--- src/design/ssi_pkg.sv ---
// ----------------------------------------------------------------------------
// ssi_pkg: shared types and constants
// Item layouts, pipeline payload structs and alpha lane helpers.
// ----------------------------------------------------------------------------
package ssi_pkg;

  localparam int InDataW  = 320;
  localparam int OutDataW = 64;
  localparam int RadLsb   = 96;
  localparam int StartLsb = 127;
  localparam int EndLsb   = 223;
  localparam int SqrtCells = 61;
  localparam logic [32:0] ScaleLim = 33'd536870912;

  typedef struct packed {
    logic               zero;
    logic               t0;
    logic               t1;
    logic               dneg;
    logic [59:0]        a;
    logic signed [60:0] b;
  } ssi_ctl_t;

  typedef struct packed {
    ssi_ctl_t     ctl;
    logic [63:0]  rem;
    logic [60:0]  root;
    logic [121:0] rad;
  } ssi_sqrt_t;

  typedef struct packed {
    logic        fixed;
    logic [60:0] rem;
    logic [30:0] q;
  } ssi_lane_t;

  typedef struct packed {
    logic        hit;
    logic [59:0] a;
    ssi_lane_t   ent;
    ssi_lane_t   ext;
  } ssi_div_t;

  function automatic ssi_lane_t lane_fix(logic [30:0] val);
    ssi_lane_t l;
    l.fixed = 1'b1;
    l.rem   = '0;
    l.q     = val;
    return l;
  endfunction

  function automatic ssi_lane_t lane_of(logic signed [63:0] num, logic [59:0] a,
                                        logic [30:0] one);
    ssi_lane_t l;
    l = lane_fix('0);
    if (num <= 64'sd0) begin
      l = lane_fix('0);
    end else if (num >= $signed({4'b0, a})) begin
      l = lane_fix(one);
    end else begin
      l.fixed = 1'b0;
      l.rem   = num[60:0];
      l.q     = '0;
    end
    return l;
  endfunction

endpackage

--- src/design/ssi_sqrt_cell.sv ---
// ----------------------------------------------------------------------------
// ssi_sqrt_cell: one root bit of the discriminant square root
// Takes two radicand bits, settles one root bit and hands on.
// ----------------------------------------------------------------------------
module ssi_sqrt_cell (
  input  logic                clk_i,
  input  logic                rst_ni,
  input  logic                en_i,
  input  logic                valid_i,
  input  ssi_pkg::ssi_sqrt_t  data_i,
  output logic                valid_o,
  output ssi_pkg::ssi_sqrt_t  data_o
);
  import ssi_pkg::*;

  logic        vld_q;
  ssi_sqrt_t   data_q;
  logic [63:0] rem4;
  logic [63:0] trial;
  logic        ge;

  assign rem4  = {data_i.rem[61:0], data_i.rad[121:120]};
  assign trial = {1'b0, data_i.root, 2'b01};
  assign ge    = rem4 >= trial;

  always_ff @(posedge clk_i or negedge rst_ni) begin
    if (!rst_ni) begin
      vld_q <= 1'b0;
    end else if (en_i) begin
      vld_q <= valid_i;
    end
  end

  always_ff @(posedge clk_i) begin
    if (en_i) begin
      data_q.ctl  <= data_i.ctl;
      data_q.rem  <= ge ? rem4 - trial : rem4;
      data_q.root <= {data_i.root[59:0], ge};
      data_q.rad  <= {data_i.rad[119:0], 2'b00};
    end
  end

  assign valid_o = vld_q;
  assign data_o  = data_q;

endmodule

--- config.mk ---
export PLATFORM = sky130hd
export DESIGN_NAME = ssi_sqrt_cell
export DESIGN_NICKNAME = d
export VERILOG_FILES = /design/src/design/ssi_pkg.sv /design/src/design/ssi_sqrt_cell.sv
export SDC_FILE = /design/constraint.sdc
export NUM_CORES = 1
export LEC_CHECK = 0
export BUFFER_PORTS_ARGS = -buffer_cell sky130_fd_sc_hd__buf_4
export CAP_MARGIN = 20
export CORE_AREA = 2 2 291 293
export CTS_BUF_LIST = sky130_fd_sc_hd__clkbuf_8 sky130_fd_sc_hd__clkbuf_16
export DETAILED_ROUTE_END_ITERATION = 10
export DIE_AREA = 0 0 293 295
export PLACE_DENSITY = 0.47
export SYNTH_ARGS = -nofsm -noshare
export SYNTH_HDL_FRONTEND = slang
export SYNTH_SLANG_ARGS = --single-unit
--- constraint.sdc ---
create_clock -name clk_i -period 0.8 [get_ports clk_i]
set_input_delay 0.08 -clock clk_i [delete_from_list [all_inputs] [get_ports clk_i]]
set_output_delay 0.08 -clock clk_i [all_outputs]
set_load 0.05 [all_outputs]
Word level (Yosys, flattened, before mapping)
Index checks and enable logic that the tools add are counted.
{"block": "word_totals", "register_bits": 371, "elab_cells": 13}
{"block": "op_classes", "add_sub_neg": 1, "order_cmp": 1, "n_mux": 1}
{"cell": "64-bit by 63-bit greater-or-equal comparator with 1-bit output", "count": 1}
{"cell": "64-bit 2-to-1 mux", "count": 1}
{"cell": "64-bit by 63-bit subtractor with 64-bit output", "count": 1}

Longest topological paths before layout
{"block": "depth", "word_depth": 2, "mapped_depth": 15}

Least setup slack after synthesis
Ideal clock, no wire load.
{"block": "synth_path", "path_kind": "input to register", "start": "input data_i[153] in the netlist's numbering", "end": "register data_q (netlist bit data_o[191]) (data pin)", "t_arrival_ps": 2460, "required_time_ps": 540, "path_slack_ps": -1920, "stages": 13, "cell_sequence": "inv_1 > ha_1 > buf_2 > a21oi_2 > o21ai_0 > a211oi_1 > o21ai_1 > a221o_1 > a21o_1 > nor3_2 > buf_4 > buf_6 > mux2_2"}
{"block": "synth_via", "elab_chain_cells": 2}
{"element": "from (decl)", "line": "ssi_sqrt_cell.sv:10", "source": "input ssi_pkg::ssi_sqrt_t data_i,"}
{"element": "64-bit by 63-bit greater-or-equal comparator with 1-bit output", "line": "ssi_sqrt_cell.sv:24", "source": "assign ge = rem4 >= trial;"}
{"element": "64-bit 2-to-1 mux", "line": "ssi_sqrt_cell.sv:37", "source": "data_q.rem <= ge ? rem4 - trial : rem4;"}
{"element": "to (decl)", "line": "ssi_sqrt_cell.sv:17", "source": "ssi_sqrt_t data_q;"}
Every way passes these cells.
A chain may end at the register's enable or synchronous reset.

Final worst setup path
{"block": "layout_path", "start": "input data_i[177] in the netlist's numbering", "end": "register data_q (netlist bit data_o[191]) (data pin)"}
Same word-level chain as after synthesis.

==> metrics.csv <==
stage;metric;value;unit
routing;Post-route DRC;0;
cts;clock tree from TritonCTS;built;
yosys;fraction of registers with async set or reset after synthesis;0.00270;
routing;top sig layer;met5;
run_status;outcome;complete, but fails checks;
worst_setup_path;Setup CP Type;in2reg;
routing;detailed-router iteration count before antenna repair;5;
routing;met2 wirelength from detailed routing;42.8;mm
flow_run;number of max-capacitance violations reported;0;
final_layout;design area;34800;sq um
place;port bufs;744;
worst_setup_path;critical path arrival;2.59;ns
sta;unrepaired setup endpoints after global routing;yes;
global_routing;pin count of the biggest net entering global routing;32;
hold_path;Tightest Hold Check Type;in2reg;
yosys;most frequently used cell type in the post-synthesis netlist;sky130_fd_sc_hd__edfxtp_1;
die;placeable core region;83200;sq um
global_routing;wire length of the first global-routing pass;119;mm
routing;total via count after detailed routing;15800;
die;initial core utilization;0.193;
sta;Worst Max-Slew Pin Slew;0.512;ns
sta;count of pins over their slew limit;0;
worst_setup_path;Worst setup SP type;primary input;
worst_setup_path;cells traversed along the worst timing path;buf_4 -> inv_2 -> ha_4 -> a21o_1 -> a21oi_2 -> o21ai_1 -> o311a_1 -> a221o_1 -> a21o_1 -> nor3_4 -> buf_6 -> buf_12 -> buf_6 -> mux2_4;
sta;worst-case clock skew;0;ns
worst_setup_path;CP max FO;5;
yosys;Commonest cells post-synth;sky130_fd_sc_hd__edfxtp_1 (370), sky130_fd_sc_hd__nand2_1 (120), sky130_fd_sc_hd__o21ai_0 (84);
worst_setup_path;Data required, critical path;1.14;ns
sta;portion of the clock cycle consumed by the worst path in the final layout;2.82;
routing;post-detailed-route wirelength per cell;22.8;microns
sta;final setup violation count;784;
yosys;number of flops mapped to enable cells by yosys;370;
cts;number of buffers created by CTS;46;
die;I/O pin count;749;
final_layout;fraction of layout cells with a size suffix above 1;0.558;
sta;fmax;443;MHz
power_and_ir_drop;internal portion of total power;47.1;mW
yosys;Synth Area per Inst;13.8;sq um
routing;Metal-1 WL;33.0;mm
power_and_ir_drop;net switching power;23.3;mW
yosys;proportion of synthesized chip area in sequential cells;0.694;
cts;Clk Latency, worst-skew pair;0.58;ns
global_routing;initial antenna violation count;17;
yosys;top post-synthesis cells by area;sky130_fd_sc_hd__edfxtp_1 (69%), sky130_fd_sc_hd__ha_1 (4.9%), sky130_fd_sc_hd__nand2_1 (2.8%), sky130_fd_sc_hd__o21ai_0 (2.6%), sky130_fd_sc_hd__a21oi_1 (2.5%);
power_and_ir_drop;switch share;0.331;
worst_setup_path;endpoint class of the critical path;flop;
place;Cell Count Post-Placement;3265;
yosys;Synth top area share;0.693;
yosys;netlist area before placement;16000;sq um
place;routability congestion estimate;0.886;
power_and_ir_drop;share of total power in the clock network;0.312;
routing;number of vias per cell after detailed routing;4.17;
worst_setup_path;max incr delay on CP;0.28;ns
power_and_ir_drop;total power after layout;70.3;mW
power_and_ir_drop;VDD IR max;1330;uV
worst_setup_path;cell type of the slowest stage on the worst timing path;sky130_fd_sc_hd__a221o_1;
sta;Setup WS post-layout;-1.46;ns
power_and_ir_drop;leak pwr;14.7;nW
cts;CTS HTree Levels;2;
power_and_ir_drop;combinational fraction of design power;0.338;
routing;routed wire length on met3;6.25;mm
die;Row Count;106;
global_routing;overall routing resource usage;0.190;
sta;minimum period implied by the final worst setup slack;2.26;ns
global_routing;number of global-route vias before repair;17200;
die;die area;86400;sq um
routing;total wire length after detailed routing;86.2;mm
sta;worst slack on hold paths;0.0480;ns
yosys;Synth Instances;1163;
worst_setup_path;WP buf/inv;5;
cts;buffer levels on the longest clock path;3;
die;vertical extent of the die;295;microns
yosys;unique cell type count in the Yosys netlist;65;
worst_setup_path;cell family with the largest share of critical-path delay;compound AO/OA/AOI/OAI gates;
routing;number of routed nets with antenna violations;0;
yosys;area leader, netlist;sky130_fd_sc_hd__edfxtp_1;
routing;violation count after the first detailed-route iteration;774;
place;post-detailed-placement cell area;25800;sq um
sta;Slew headroom;0.657;
cts;Clock Sinks;371;
power_and_ir_drop;Cell Pwr Density;2020;nW/um^2
power_and_ir_drop;relative contribution of sequential cells to total power;0.350;
yosys;most frequently used flop master after synthesis;sky130_fd_sc_hd__edfxtp_1;
final_layout;synthesis-to-finish area growth;117;%
sta;TNS Setup;-388.98;ns
yosys;Synth Register Bits;371;
global_routing;aggregate global routing overflow;0;
final_layout;Final Net Count;3096;
place;half-perimeter wire length after detailed placement;65.9;mm
run_status;violated checks;negative setup slack;
yosys;Yosys Warn Count;0;
sta;total count of hold-check failures in the final report;0;
die;horizontal die dimension;293;microns
cts;CTS root buf;sky130_fd_sc_hd__clkbuf_16;
final_layout;Finished Layout Cells;3779;
cts;clock transition time at the flip-flop clock pins of the worst setup and hold paths;0.06;ns
[flip-flops by register name, indices dropped and copies added (netlist names)]
signal,cells
data_o,370
valid_o,1
[layout by cell type, fill, tap and decap left out, types with 9 or more instances in the layout]
cell type	synthesis	final
sky130_fd_sc_hd__nand2_2	0	27
sky130_fd_sc_hd__inv_1	78	51
sky130_fd_sc_hd__edfxtp_1	370	370
sky130_fd_sc_hd__o21bai_1	12	9
sky130_fd_sc_hd__nand2_1	120	65
sky130_fd_sc_hd__nand3_1	13	11
sky130_fd_sc_hd__clkbuf_16	0	46
sky130_fd_sc_hd__o21ai_2	2	44
sky130_fd_sc_hd__ha_1	63	16
sky130_fd_sc_hd__a21o_1	32	32
sky130_fd_sc_hd__dlygate4sd3_1	0	373
sky130_fd_sc_hd__buf_6	8	408
sky130_fd_sc_hd__ha_4	0	43
sky130_fd_sc_hd__o21ai_1	11	32
sky130_fd_sc_hd__a21oi_1	79	40
sky130_fd_sc_hd__nand2_4	0	28
sky130_fd_sc_hd__xor2_1	31	29
sky130_fd_sc_hd__nor2_1	46	37
sky130_fd_sc_hd__buf_12	0	27
sky130_fd_sc_hd__xnor2_1	27	23
sky130_fd_sc_hd__a21oi_2	2	30
sky130_fd_sc_hd__nand4_1	19	19
sky130_fd_sc_hd__buf_8	0	10
sky130_fd_sc_hd__inv_2	1	24
sky130_fd_sc_hd__buf_4	4	668
sky130_fd_sc_hd__a21oi_4	2	13
sky130_fd_sc_hd__o21ai_0	84	15
[per-layer routing]
metal | track usage | vias up
met2 | 0.334 | 548
met3 | 0.0530 | 125
met1 | 0.217 | 7749
li1 | - | 7329
met5 | 0 | -
met4 | 0.0793 | 16
[cells by family (layout without fill, tap and decap cells)]
logic type               after synthesis  after routing  share of synthesized area
multiplexers                           7              7                    0.00476
AO/OA/AOI/OAI                        283            283                      0.112
flip-flops                           371            371                      0.694
other                                  1              7                   0.000234
AND/OR/NAND/NOR                      253            253                     0.0735
buffers and inverters                127           1657                     0.0348
adder cells (fa/ha/maj)               63             63                     0.0491
XOR/XNOR                              58             58                     0.0317
[timing repair]
action                                 in CTS  in global routing
setup endpoints to repair                 436                783
resized for setup                         719                 89
hold buffers                              373                  1
gates cloned                               10                  0
pin swaps                                 109                 42
buffers inserted                           52                  6
endpoints found under the hold margin     397                 25
[final timing paths]
check	start	end	slack, ns	depth (start not counted)
max	data_i[177]	data_o[191]	-1.46	14
min	en_i	data_o[233]	0.05	2
max reg2reg	valid_o	valid_o	0.03	1
min reg2reg	valid_o	valid_o	0.53	1
max in group asynchronous	rst_ni	valid_o	0.29	3
min in group asynchronous	rst_ni	valid_o	0.40	3
[layout make-up]
cell class,count,area [sq um]
antenna,5,12.5
clock buffer,48,1180
clock inverter,37,409
fill,7684,48400
inverter,79,342
multi-input combinational,666,6090
sequential,371,11100
tap,1080,1350
timing repair buffer,1493,14200
[per-stage QoR]
stage                     setup slack (ns)   util
after detailed placement             -2.44  0.310
after CTS                            -1.39  0.415
after global routing                 -1.51  0.418
after global placement               -2.47  0.310
final                                -1.46  0.418
after floorplan                      -1.68      -
[power groups by stage]
stage | Combinational, mW | Clock [mW] | Sequential (mW)
5_1_grt | 24.8 | 23.3 | 24.7
6_report | 23.8 | 22.0 | 24.6
3_3_place_gp | 18.6 | 0 | 24.6
4_1_cts | 23.5 | 22.7 | 24.6
3_5_place_dp | 18.6 | 0 | 24.6
2_1_floorplan | 3.79 | 0 | 30.8
Power figures use the tool's default switching activity.
