===== src/design/ssi_pkg.sv =====
// ----------------------------------------------------------------------------
// ssi_pkg: shared types and constants
// Item layouts, pipeline payload structs and alpha lane helpers.
// ----------------------------------------------------------------------------
package ssi_pkg;

  localparam int InDataW  = 320;
  localparam int OutDataW = 64;
  localparam int RadLsb   = 96;
  localparam int StartLsb = 127;
  localparam int EndLsb   = 223;
  localparam int SqrtCells = 61;
  localparam logic [32:0] ScaleLim = 33'd536870912;

  typedef struct packed {
    logic               zero;
    logic               t0;
    logic               t1;
    logic               dneg;
    logic [59:0]        a;
    logic signed [60:0] b;
  } ssi_ctl_t;

  typedef struct packed {
    ssi_ctl_t     ctl;
    logic [63:0]  rem;
    logic [60:0]  root;
    logic [121:0] rad;
  } ssi_sqrt_t;

  typedef struct packed {
    logic        fixed;
    logic [60:0] rem;
    logic [30:0] q;
  } ssi_lane_t;

  typedef struct packed {
    logic        hit;
    logic [59:0] a;
    ssi_lane_t   ent;
    ssi_lane_t   ext;
  } ssi_div_t;

  function automatic ssi_lane_t lane_fix(logic [30:0] val);
    ssi_lane_t l;
    l.fixed = 1'b1;
    l.rem   = '0;
    l.q     = val;
    return l;
  endfunction

  function automatic ssi_lane_t lane_of(logic signed [63:0] num, logic [59:0] a,
                                        logic [30:0] one);
    ssi_lane_t l;
    l = lane_fix('0);
    if (num <= 64'sd0) begin
      l = lane_fix('0);
    end else if (num >= $signed({4'b0, a})) begin
      l = lane_fix(one);
    end else begin
      l.fixed = 1'b0;
      l.rem   = num[60:0];
      l.q     = '0;
    end
    return l;
  endfunction

endpackage


===== src/design/ssi_div_cell.sv =====
// ----------------------------------------------------------------------------
// ssi_div_cell: one quotient bit for both alpha lanes
// Restoring division step on the entry and exit numerators.
// ----------------------------------------------------------------------------
module ssi_div_cell (
  input  logic               clk_i,
  input  logic               rst_ni,
  input  logic               en_i,
  input  logic               valid_i,
  input  ssi_pkg::ssi_div_t  data_i,
  output logic               valid_o,
  output ssi_pkg::ssi_div_t  data_o
);
  import ssi_pkg::*;

  logic      vld_q;
  ssi_div_t  data_q;
  ssi_lane_t ent_d, ext_d;

  function automatic ssi_lane_t step(ssi_lane_t l, logic [59:0] a);
    ssi_lane_t   r;
    logic [61:0] r2;
    logic        ge;
    r  = l;
    r2 = {l.rem, 1'b0};
    ge = r2 >= {2'b0, a};
    if (!l.fixed) begin
      r.rem = ge ? 61'(r2 - {2'b0, a}) : r2[60:0];
      r.q   = {l.q[29:0], ge};
    end
    return r;
  endfunction

  assign ent_d = step(data_i.ent, data_i.a);
  assign ext_d = step(data_i.ext, data_i.a);

  always_ff @(posedge clk_i or negedge rst_ni) begin
    if (!rst_ni) begin
      vld_q <= 1'b0;
    end else if (en_i) begin
      vld_q <= valid_i;
    end
  end

  always_ff @(posedge clk_i) begin
    if (en_i) begin
      data_q.hit <= data_i.hit;
      data_q.a   <= data_i.a;
      data_q.ent <= ent_d;
      data_q.ext <= ext_d;
    end
  end

  assign valid_o = vld_q;
  assign data_o  = data_q;

endmodule

===== config.mk =====
export PLATFORM = sky130hd
export DESIGN_NAME = ssi_div_cell
export DESIGN_NICKNAME = d
export VERILOG_FILES = /design/src/design/ssi_pkg.sv /design/src/design/ssi_div_cell.sv
export SDC_FILE = /design/constraint.sdc
export NUM_CORES = 1
export LEC_CHECK = 0
export ABC_AREA = 1
export CORE_ASPECT_RATIO = 1.2
export CORE_MARGIN = 10
export CORE_UTILIZATION = 61
export DETAILED_ROUTE_END_ITERATION = 8
export DONT_BUFFER_PORTS = 1
export PLACE_DENSITY = 0.75
export SYNTH_ARGS = -nofsm -noshare
export SYNTH_HDL_FRONTEND = slang
export SYNTH_SLANG_ARGS = --single-unit

===== constraint.sdc =====
create_clock -name clk_i -period 2 [get_ports clk_i]
set_input_delay 0.1 -clock clk_i [delete_from_list [all_inputs] [get_ports clk_i]]
set_output_delay 0.1 -clock clk_i [all_outputs]
set_load 0.005 [all_outputs]

==> metrics, run 1 <==
largest net degree at the start of global routing 249; I/O Buffers 0; remaining global-route overflow 1788; clk sinks 248; Worst endpoint, post-GRT repair data_o[178]$_DFFE_PP_/D; Synth Warn # 0; Bufs on Longest Clock Path 3; Seq cells post-synth 248; Seq/Total Area, Yosys 32.8%; Log Error [ERROR GRT-0232] Routing congestion too high. Check the congestion heatmap in the GUI.; post-synth net total 4073; Initial Util 61.7%; TritonCTS buffer count 25; global-route usage over all layers 90.6%; io pins 499; dpl hpwl 83700 um; worst ep type register data pin; CTS H-Tree Depth 1; fraction of registers with async set/reset 0.403%; Die X 196 um; failing step global routing; prevailing post-synth register cell edfxtp_1; Final Wtd Congestion 1.14; Post-synth EDFFs 247; Synth Area per Inst 6.14 sq um; Vert. Die Dim 231 um; # placed instances 4653; Root Buffer clkbuf_16; status did not finish; Netlist cell types 36; Syn Inst Count 3700; row count 77; Post-Syn Area 22700 sq um
kinds of logic after synthesis:
kind of cell / Yosys count / synth area share (%)
compound gates: 134 / 3.05
xor+xnor: 52 / 2.00
simple gates: 2308 / 41.1
flops: 248 / 32.8
buf+inv: 835 / 14.3
fa+ha+maj: 122 / 6.78
mux: 1 / 0.0496
per-layer routing:
layer / GRT overflow / global-route usage [%]
met5: 6 / 53.6
met4: 487 / 102
met3: 37 / 79.5
met2: 1225 / 108
met1: 33 / 81.8
cell usage after synthesis (10+ instances only):
master | count | share of area (%)
o21ai_0 | 39 | 0.86
nand4_1 | 26 | 0.72
buf_2 | 12 | 0.26
a21oi_1 | 62 | 1.4
nor3_1 | 11 | 0.24
ha_1 | 120 | 6.6
nand3b_1 | 12 | 0.40
inv_2 | 13 | 0.21
xnor2_1 | 50 | 1.9
nor4_1 | 10 | 0.28
o21ai_1 | 23 | 0.51
nand3_1 | 300 | 6.6
clkbuf_1 | 24 | 0.40
buf_1 | 14 | 0.23
nand2_1 | 1711 | 28
buf_4 | 12 | 0.40
edfxtp_1 | 247 | 33
inv_1 | 753 | 12
nor2_2 | 16 | 0.44
nor2_1 | 196 | 3.2
what timing repair did:
action / in CTS
endpoints found under the setup margin: 20
gates resized for setup: 16
setup buffers: 0
hold endpoints to repair: 494
cloned: 1
hold buffers: 278
stage by stage:
stage	setup slack, ns	util [%]	hold WS [ns]	setup TNS, ns	area [sq um]
2_1_floorplan	0.0154	-	-0.196	0	22800
3_3_place_gp	-0.644	73.9	-0.196	-56.14	27200
3_5_place_dp	-0.662	73.9	-0.196	-64.90	27200
4_1_cts	-0.0242	84.2	-0.350	-0.166	31000
==> inputs of run 2 (changes only) <==
CORE_ASPECT_RATIO = unset   (was 1.2)
CORE_UTILIZATION = 40   (was 61)
PLACE_DENSITY = unset   (was 0.75)
PLACE_DENSITY_LB_ADDON = 0.15   (was unset)
==> metrics, run 2 <==
hold buffers post-CTS 327; # fillers 5589; Seq cells post-synth 248; Post-synth top cells nand2_1 (1711), inv_1 (753), nand3_1 (300); vias in the first global route 24700; min-delay worst type in -> reg; dpl cell area 27400 sq um; Finished Layout Cells 5303; Post-DRT Antenna Nets 0; Hold WS -0.378 ns; final count of hold timing violations 82; Peak Freq 523 MHz; Syn Inst Count 3700; kind of critical path in -> reg; CP Capture Type register; io pins 499; clock latency on the worst-skew pair 0.59 ns; I/O Buffers 0; Yosys top cell area share 32.6%; fraction of registers with async set/reset 0.403%; Die X 258 um; gr busiest metal met2; final period utilization 95.6%; Initial DRC Count 2372; M1 GR Usage 36.6%; post-synth net total 4073; clk sinks 248; final worst setup slack 0.0879 ns; Min Clock Period, post-route 1.91 ns; # setup viols final 0; Final Wtd Congestion 1.03; vias per cell 4.90; commonest non-fill, non-tap cell in the layout nand2_1; Worst EP arrival 2.26 ns; remaining global-route overflow 0; nets 4888; dpl hpwl 84100 um; DRT Wirelength 106000 um; crit start category input port; TNS Setup 0 ns; Clock Skew 0 ns; Synth area leader edfxtp_1; main area contributors after synthesis edfxtp_1 (33%), nand2_1 (28%), inv_1 (12%), ha_1 (6.6%), nand3_1 (6.6%); Synth Warn # 0; largest net degree at the start of global routing 249; R2R setup slack 0.67 ns; Leak 17.7 nW; hold path depth 0; Non-Filler Cell Area, Final 32000 sq um; failing checks negative hold slack; Post-synth EDFFs 247; met3 usage 5.77%; global-route usage over all layers 30.6%; initial antenna violation count 9; met2 Resource Use GR 53.0%; Post-Syn Area 22700 sq um; most common cell in the synthesized netlist nand2_1; Initial Util 40.4%; Vert. Die Dim 258 um; Layout area overhead 40.8%; TritonCTS buffer count 29; die area 66700 sq um; Netlist cell types 36; CORE AREA 56300 sq um; crit path max fanout 15; Cell Pwr Density 611 nW/um^2; Root Buffer clkbuf_16; row count 87; status finished with violations; worst-margin pin slew 1.14 ns; maxcap violations 0; Final Core Density 56.8%; Worst Reg-to-Reg Cells 2; DR DRC count 0; critical path data required time 2.34 ns; CTS tree built; fin. max-slew vios 0; worst vdd ir 612 uV; # placed instances 4910; DR pass1 iterations 8; Via Count 26000; Clock Pin Slew Worst Setup and Hold Paths 0.06 ns; first-pass GRT wire length 154000 um; DP Worst Slack -0.550 ns; most frequent cells in the layout nand2_1 (1707), inv_1 (752), buf_4 (507); Synth Area per Inst 6.14 sq um; layout cells sized above 1 14.2%; RSZ-0062 raised after global routing true; CTS H-Tree Depth 1; Bufs on Longest Clock Path 3; max reg flops 247; Seq/Total Area, Yosys 32.8%; Tot Pwr 19.5 mW; prevailing post-synth register cell edfxtp_1; WL/cell 20.1 um; Slew HR 23.8%
-- run 2: final timing paths --
check / from / end
hold reg to reg: valid_o / valid_o
max in group asynchronous: rst_ni / valid_o
min in group asynchronous: rst_ni / valid_o
setup reg to reg: valid_o / valid_o
setup / recovery: data_i[216] / data_o[51]
hold / removal: en_i / data_o[240]
-- run 2: critical path, cell delays in order --
cell,delay (ns)
inv_1,0.12
ha_1,0.34
nand2_1,0.14
nor2_1,0.23
nand2_1,0.12
nor2_2,0.16
nand2_1,0.06
nor2_1,0.09
nor2_1,0.05
nand2_1,0.07
inv_2,0.08
nand2_8,0.17
buf_4,0.25
nand2_1,0.10
nand3_1,0.10
o21ai_1,0.08
-- run 2: repair_timing --
| action | in CTS | in global routing |
|---|---|---|
| hold endpoints to repair | 495 | 247 |
| gates resized for setup | 0 | 28 |
| setup buffers | 0 | 2 |
| setup endpoints to repair | 0 | 98 |
-- run 2: routing by layer --
metal | up-vias | routed length [um]
met5 | - | 55
met1 | 11800 | 42400
met3 | 255 | 8400
met2 | 1037 | 50400
met4 | 8 | 5200
li1 | 12900 | -
-- run 2: final cells by class --
class / count / area [sq um] / share of cell area (%)
antenna: 9 / 22.5 / 0.0704
clock buffer: 31 / 733 / 2.29
clock inverter: 23 / 343 / 1.07
inverter: 767 / 2890 / 9.02
multi-input combinational: 2618 / 12200 / 38.1
sequential: 248 / 7440 / 23.3
tap: 756 / 946 / 2.96
timing repair buffer: 851 / 7440 / 23.3
-- run 2: cell families (layout without fill, tap and decap cells) --
kind of cell	after synthesis	after routing	synth area share [%]
and+or+nand+nor	2308	2309	41.1
buffers and inverters	835	1672	14.3
DFF	248	248	32.8
AOI/OAI and AO/OA	134	134	3.05
adders and majority gates	122	122	6.78
xor gates and xnor gates	52	52	2.00
muxes	1	1	0.0496
other	0	9	0
-- run 2: power by group --
group	leakage (nW)	total, mW	internal (mW)	switching, mW
clock network	0.526	6.09	3.71	2.38
logic	14.8	6.59	2.90	3.69
registers	2.42	6.85	6.43	0.422
total	17.7	19.5	13.0	6.49
Power figures use the tool's default switching activity.
==> inputs of run 3 (changes only) <==
PLACE_DENSITY = 0.64   (was unset)
PLACE_DENSITY_LB_ADDON = unset   (was 0.15)
SETUP_SLACK_MARGIN = 0.3   (was unset)
==> metrics, run 3 (synthesis gave the netlist of run 2 again) <==
status finished with violations; failing checks negative hold slack; DRT Wirelength 112000 um; hold path depth 0; remaining global-route overflow 0; Via Count 27000; CORE AREA 56300 sq um; CP top delay family simple AND/OR/NAND/NOR gates; I/O Buffers 0; max reg flops 247; WL/cell 21.0 um; CP Capture Type register; Bufs on Longest Clock Path 3; Clock Skew 0 ns; Die X 258 um; Initial Util 40.4%; worst vdd ir 651 uV; crit start category input port; CTS H-Tree Depth 1; critical path data required time 2.35 ns; Final Wtd Congestion 1.04; dpl cell area 28400 sq um; commonest non-fill, non-tap cell in the layout nand2_1; Peak Freq 550 MHz; final period utilization 90.9%; Root Buffer clkbuf_16; layout cells sized above 1 23.4%; Worst Reg-to-Reg Cells 2; Multi-input gate area 14700 sq um; die area 66700 sq um; DR DRC count 0; Non-Filler Cell Area, Final 35200 sq um; crit-path cells clkinvlp_4 -> ha_4 -> nand2_4 -> nor2_4 -> nand2_2 -> nor2_2 -> nand2_1 -> nor2_1 -> nor2_2 -> nand2_2 -> clkinv_4 -> nand2_8 -> buf_12 -> buf_12 -> nand3_2 -> nand2_2 -> nand2_1; Post-DRT Antenna Nets 0; crit path buf inv count 4; initial antenna violation count 8; dpl hpwl 83500 um; most used cell, CP nand2_2; Layout area overhead 54.8%; min-delay worst type in -> reg; Leak 18.2 nW; CTS tree built; Final Core Density 62.5%; DR pass1 iterations 6; clk sinks 248; CP Depth 17; kind of critical path in -> reg; maxcap violations 0; Slew HR 46.3%; # fillers 4972; peak per-stage delay on the critical path 0.36 ns; most frequent cells in the layout nand2_1 (1566), inv_1 (722), buf_4 (484); crit path max fanout 8; clock latency on the worst-skew pair 0.59 ns; largest net degree at the start of global routing 249; vias per cell 5.07; nets 4922; CP max-delay cell ha_4; io pins 499; final count of hold timing violations 147; Min Clock Period, post-route 1.82 ns; global-route usage over all layers 31.5%; vias in the first global route 25500; Cell Pwr Density 574 nW/um^2; worst-margin pin slew 0.803 ns; RSZ-0062 raised after global routing true; first-pass GRT wire length 159000 um; fin. max-slew vios 0; Vert. Die Dim 258 um; Worst EP arrival 2.17 ns; TritonCTS buffer count 29; Clock Pin Slew Worst Setup and Hold Paths 0.06 ns; register area 7440 sq um; row count 87; Initial DRC Count 2742; # setup viols final 0; Hold WS -0.332 ns
## run 3: cell count changes in the layout (fill, tap and decap cells not counted), moves of 37 or more
cell,previous run,this run
nand2_1,1707,1566
nand2_2,8,106
ha_1,117,26
ha_4,3,93
nor2_1,187,121
nand3_1,299,236
nand3_2,1,62
nand2_4,3,42
nor2_2,25,62
## run 3: where the power goes
group	internal, mW	leakage [nW]	switching (mW)	total [mW]
registers	6.43	2.42	0.434	6.86
logic	3.48	15.3	4.18	7.65
clock network	3.22	0.472	2.43	5.66
## run 3: layer usage
metal  wire length [um]  global-route usage [%]  part of all wire (%)
met5                 55                       0                 0.049
met2              51500                    51.8                    46
met4               6530                    16.2                   5.8
met3               9970                    6.89                   8.9
met1              43700                    38.4                    39
## run 3: worst register-to-register path, cell delays in order (launching register included)
cell           delay [ns]
dfrtp_1              0.40
mux2_2               0.26
dlygate4sd3_1        0.55
## run 3: path summary, 6_finish.rpt
check                      slack (ns)         from     endpoint
max in group asynchronous        1.64       rst_ni      valid_o
min in group asynchronous        0.26       rst_ni      valid_o
max                              0.18  data_i[203]   data_o[86]
max reg2reg                      0.67      valid_o      valid_o
min reg2reg                      1.09      valid_o      valid_o
min                             -0.33         en_i  data_o[246]
## run 3: what timing repair did
action,4_1_cts,5_1_grt
cloned,1,4
hold endpoints to repair,495,248
resized for setup,48,386
pin swaps,7,85
endpoints found under the setup margin,92,125
setup buffers,7,29
hold buffers,358,1
## run 3: cell type report
cell class,count,area share (%)
inverters,767,8.50
clock buffers,35,2.13
repair buffers,886,23.0
clock inverters,18,0.658
well taps,756,2.69
diodes,4,0.0285
multi-input cells,2617,41.8
flip-flops and latches,248,21.2
## run 3: through the flow
step	instances	total power [mW]	worst slack [ns]	TNS, ns	hold slack, ns
finish	5331	20.2	0.182	0	-0.332
global route	5329	21.1	0.0771	0	-0.359
global placement	4874	12.8	-0.608	-47.89	-0.196
floorplan	3700	10.3	0.139	0	-0.196
detailed placement	4874	12.9	-0.591	-47.88	-0.196
CTS	5293	19.3	0.237	0	-0.358
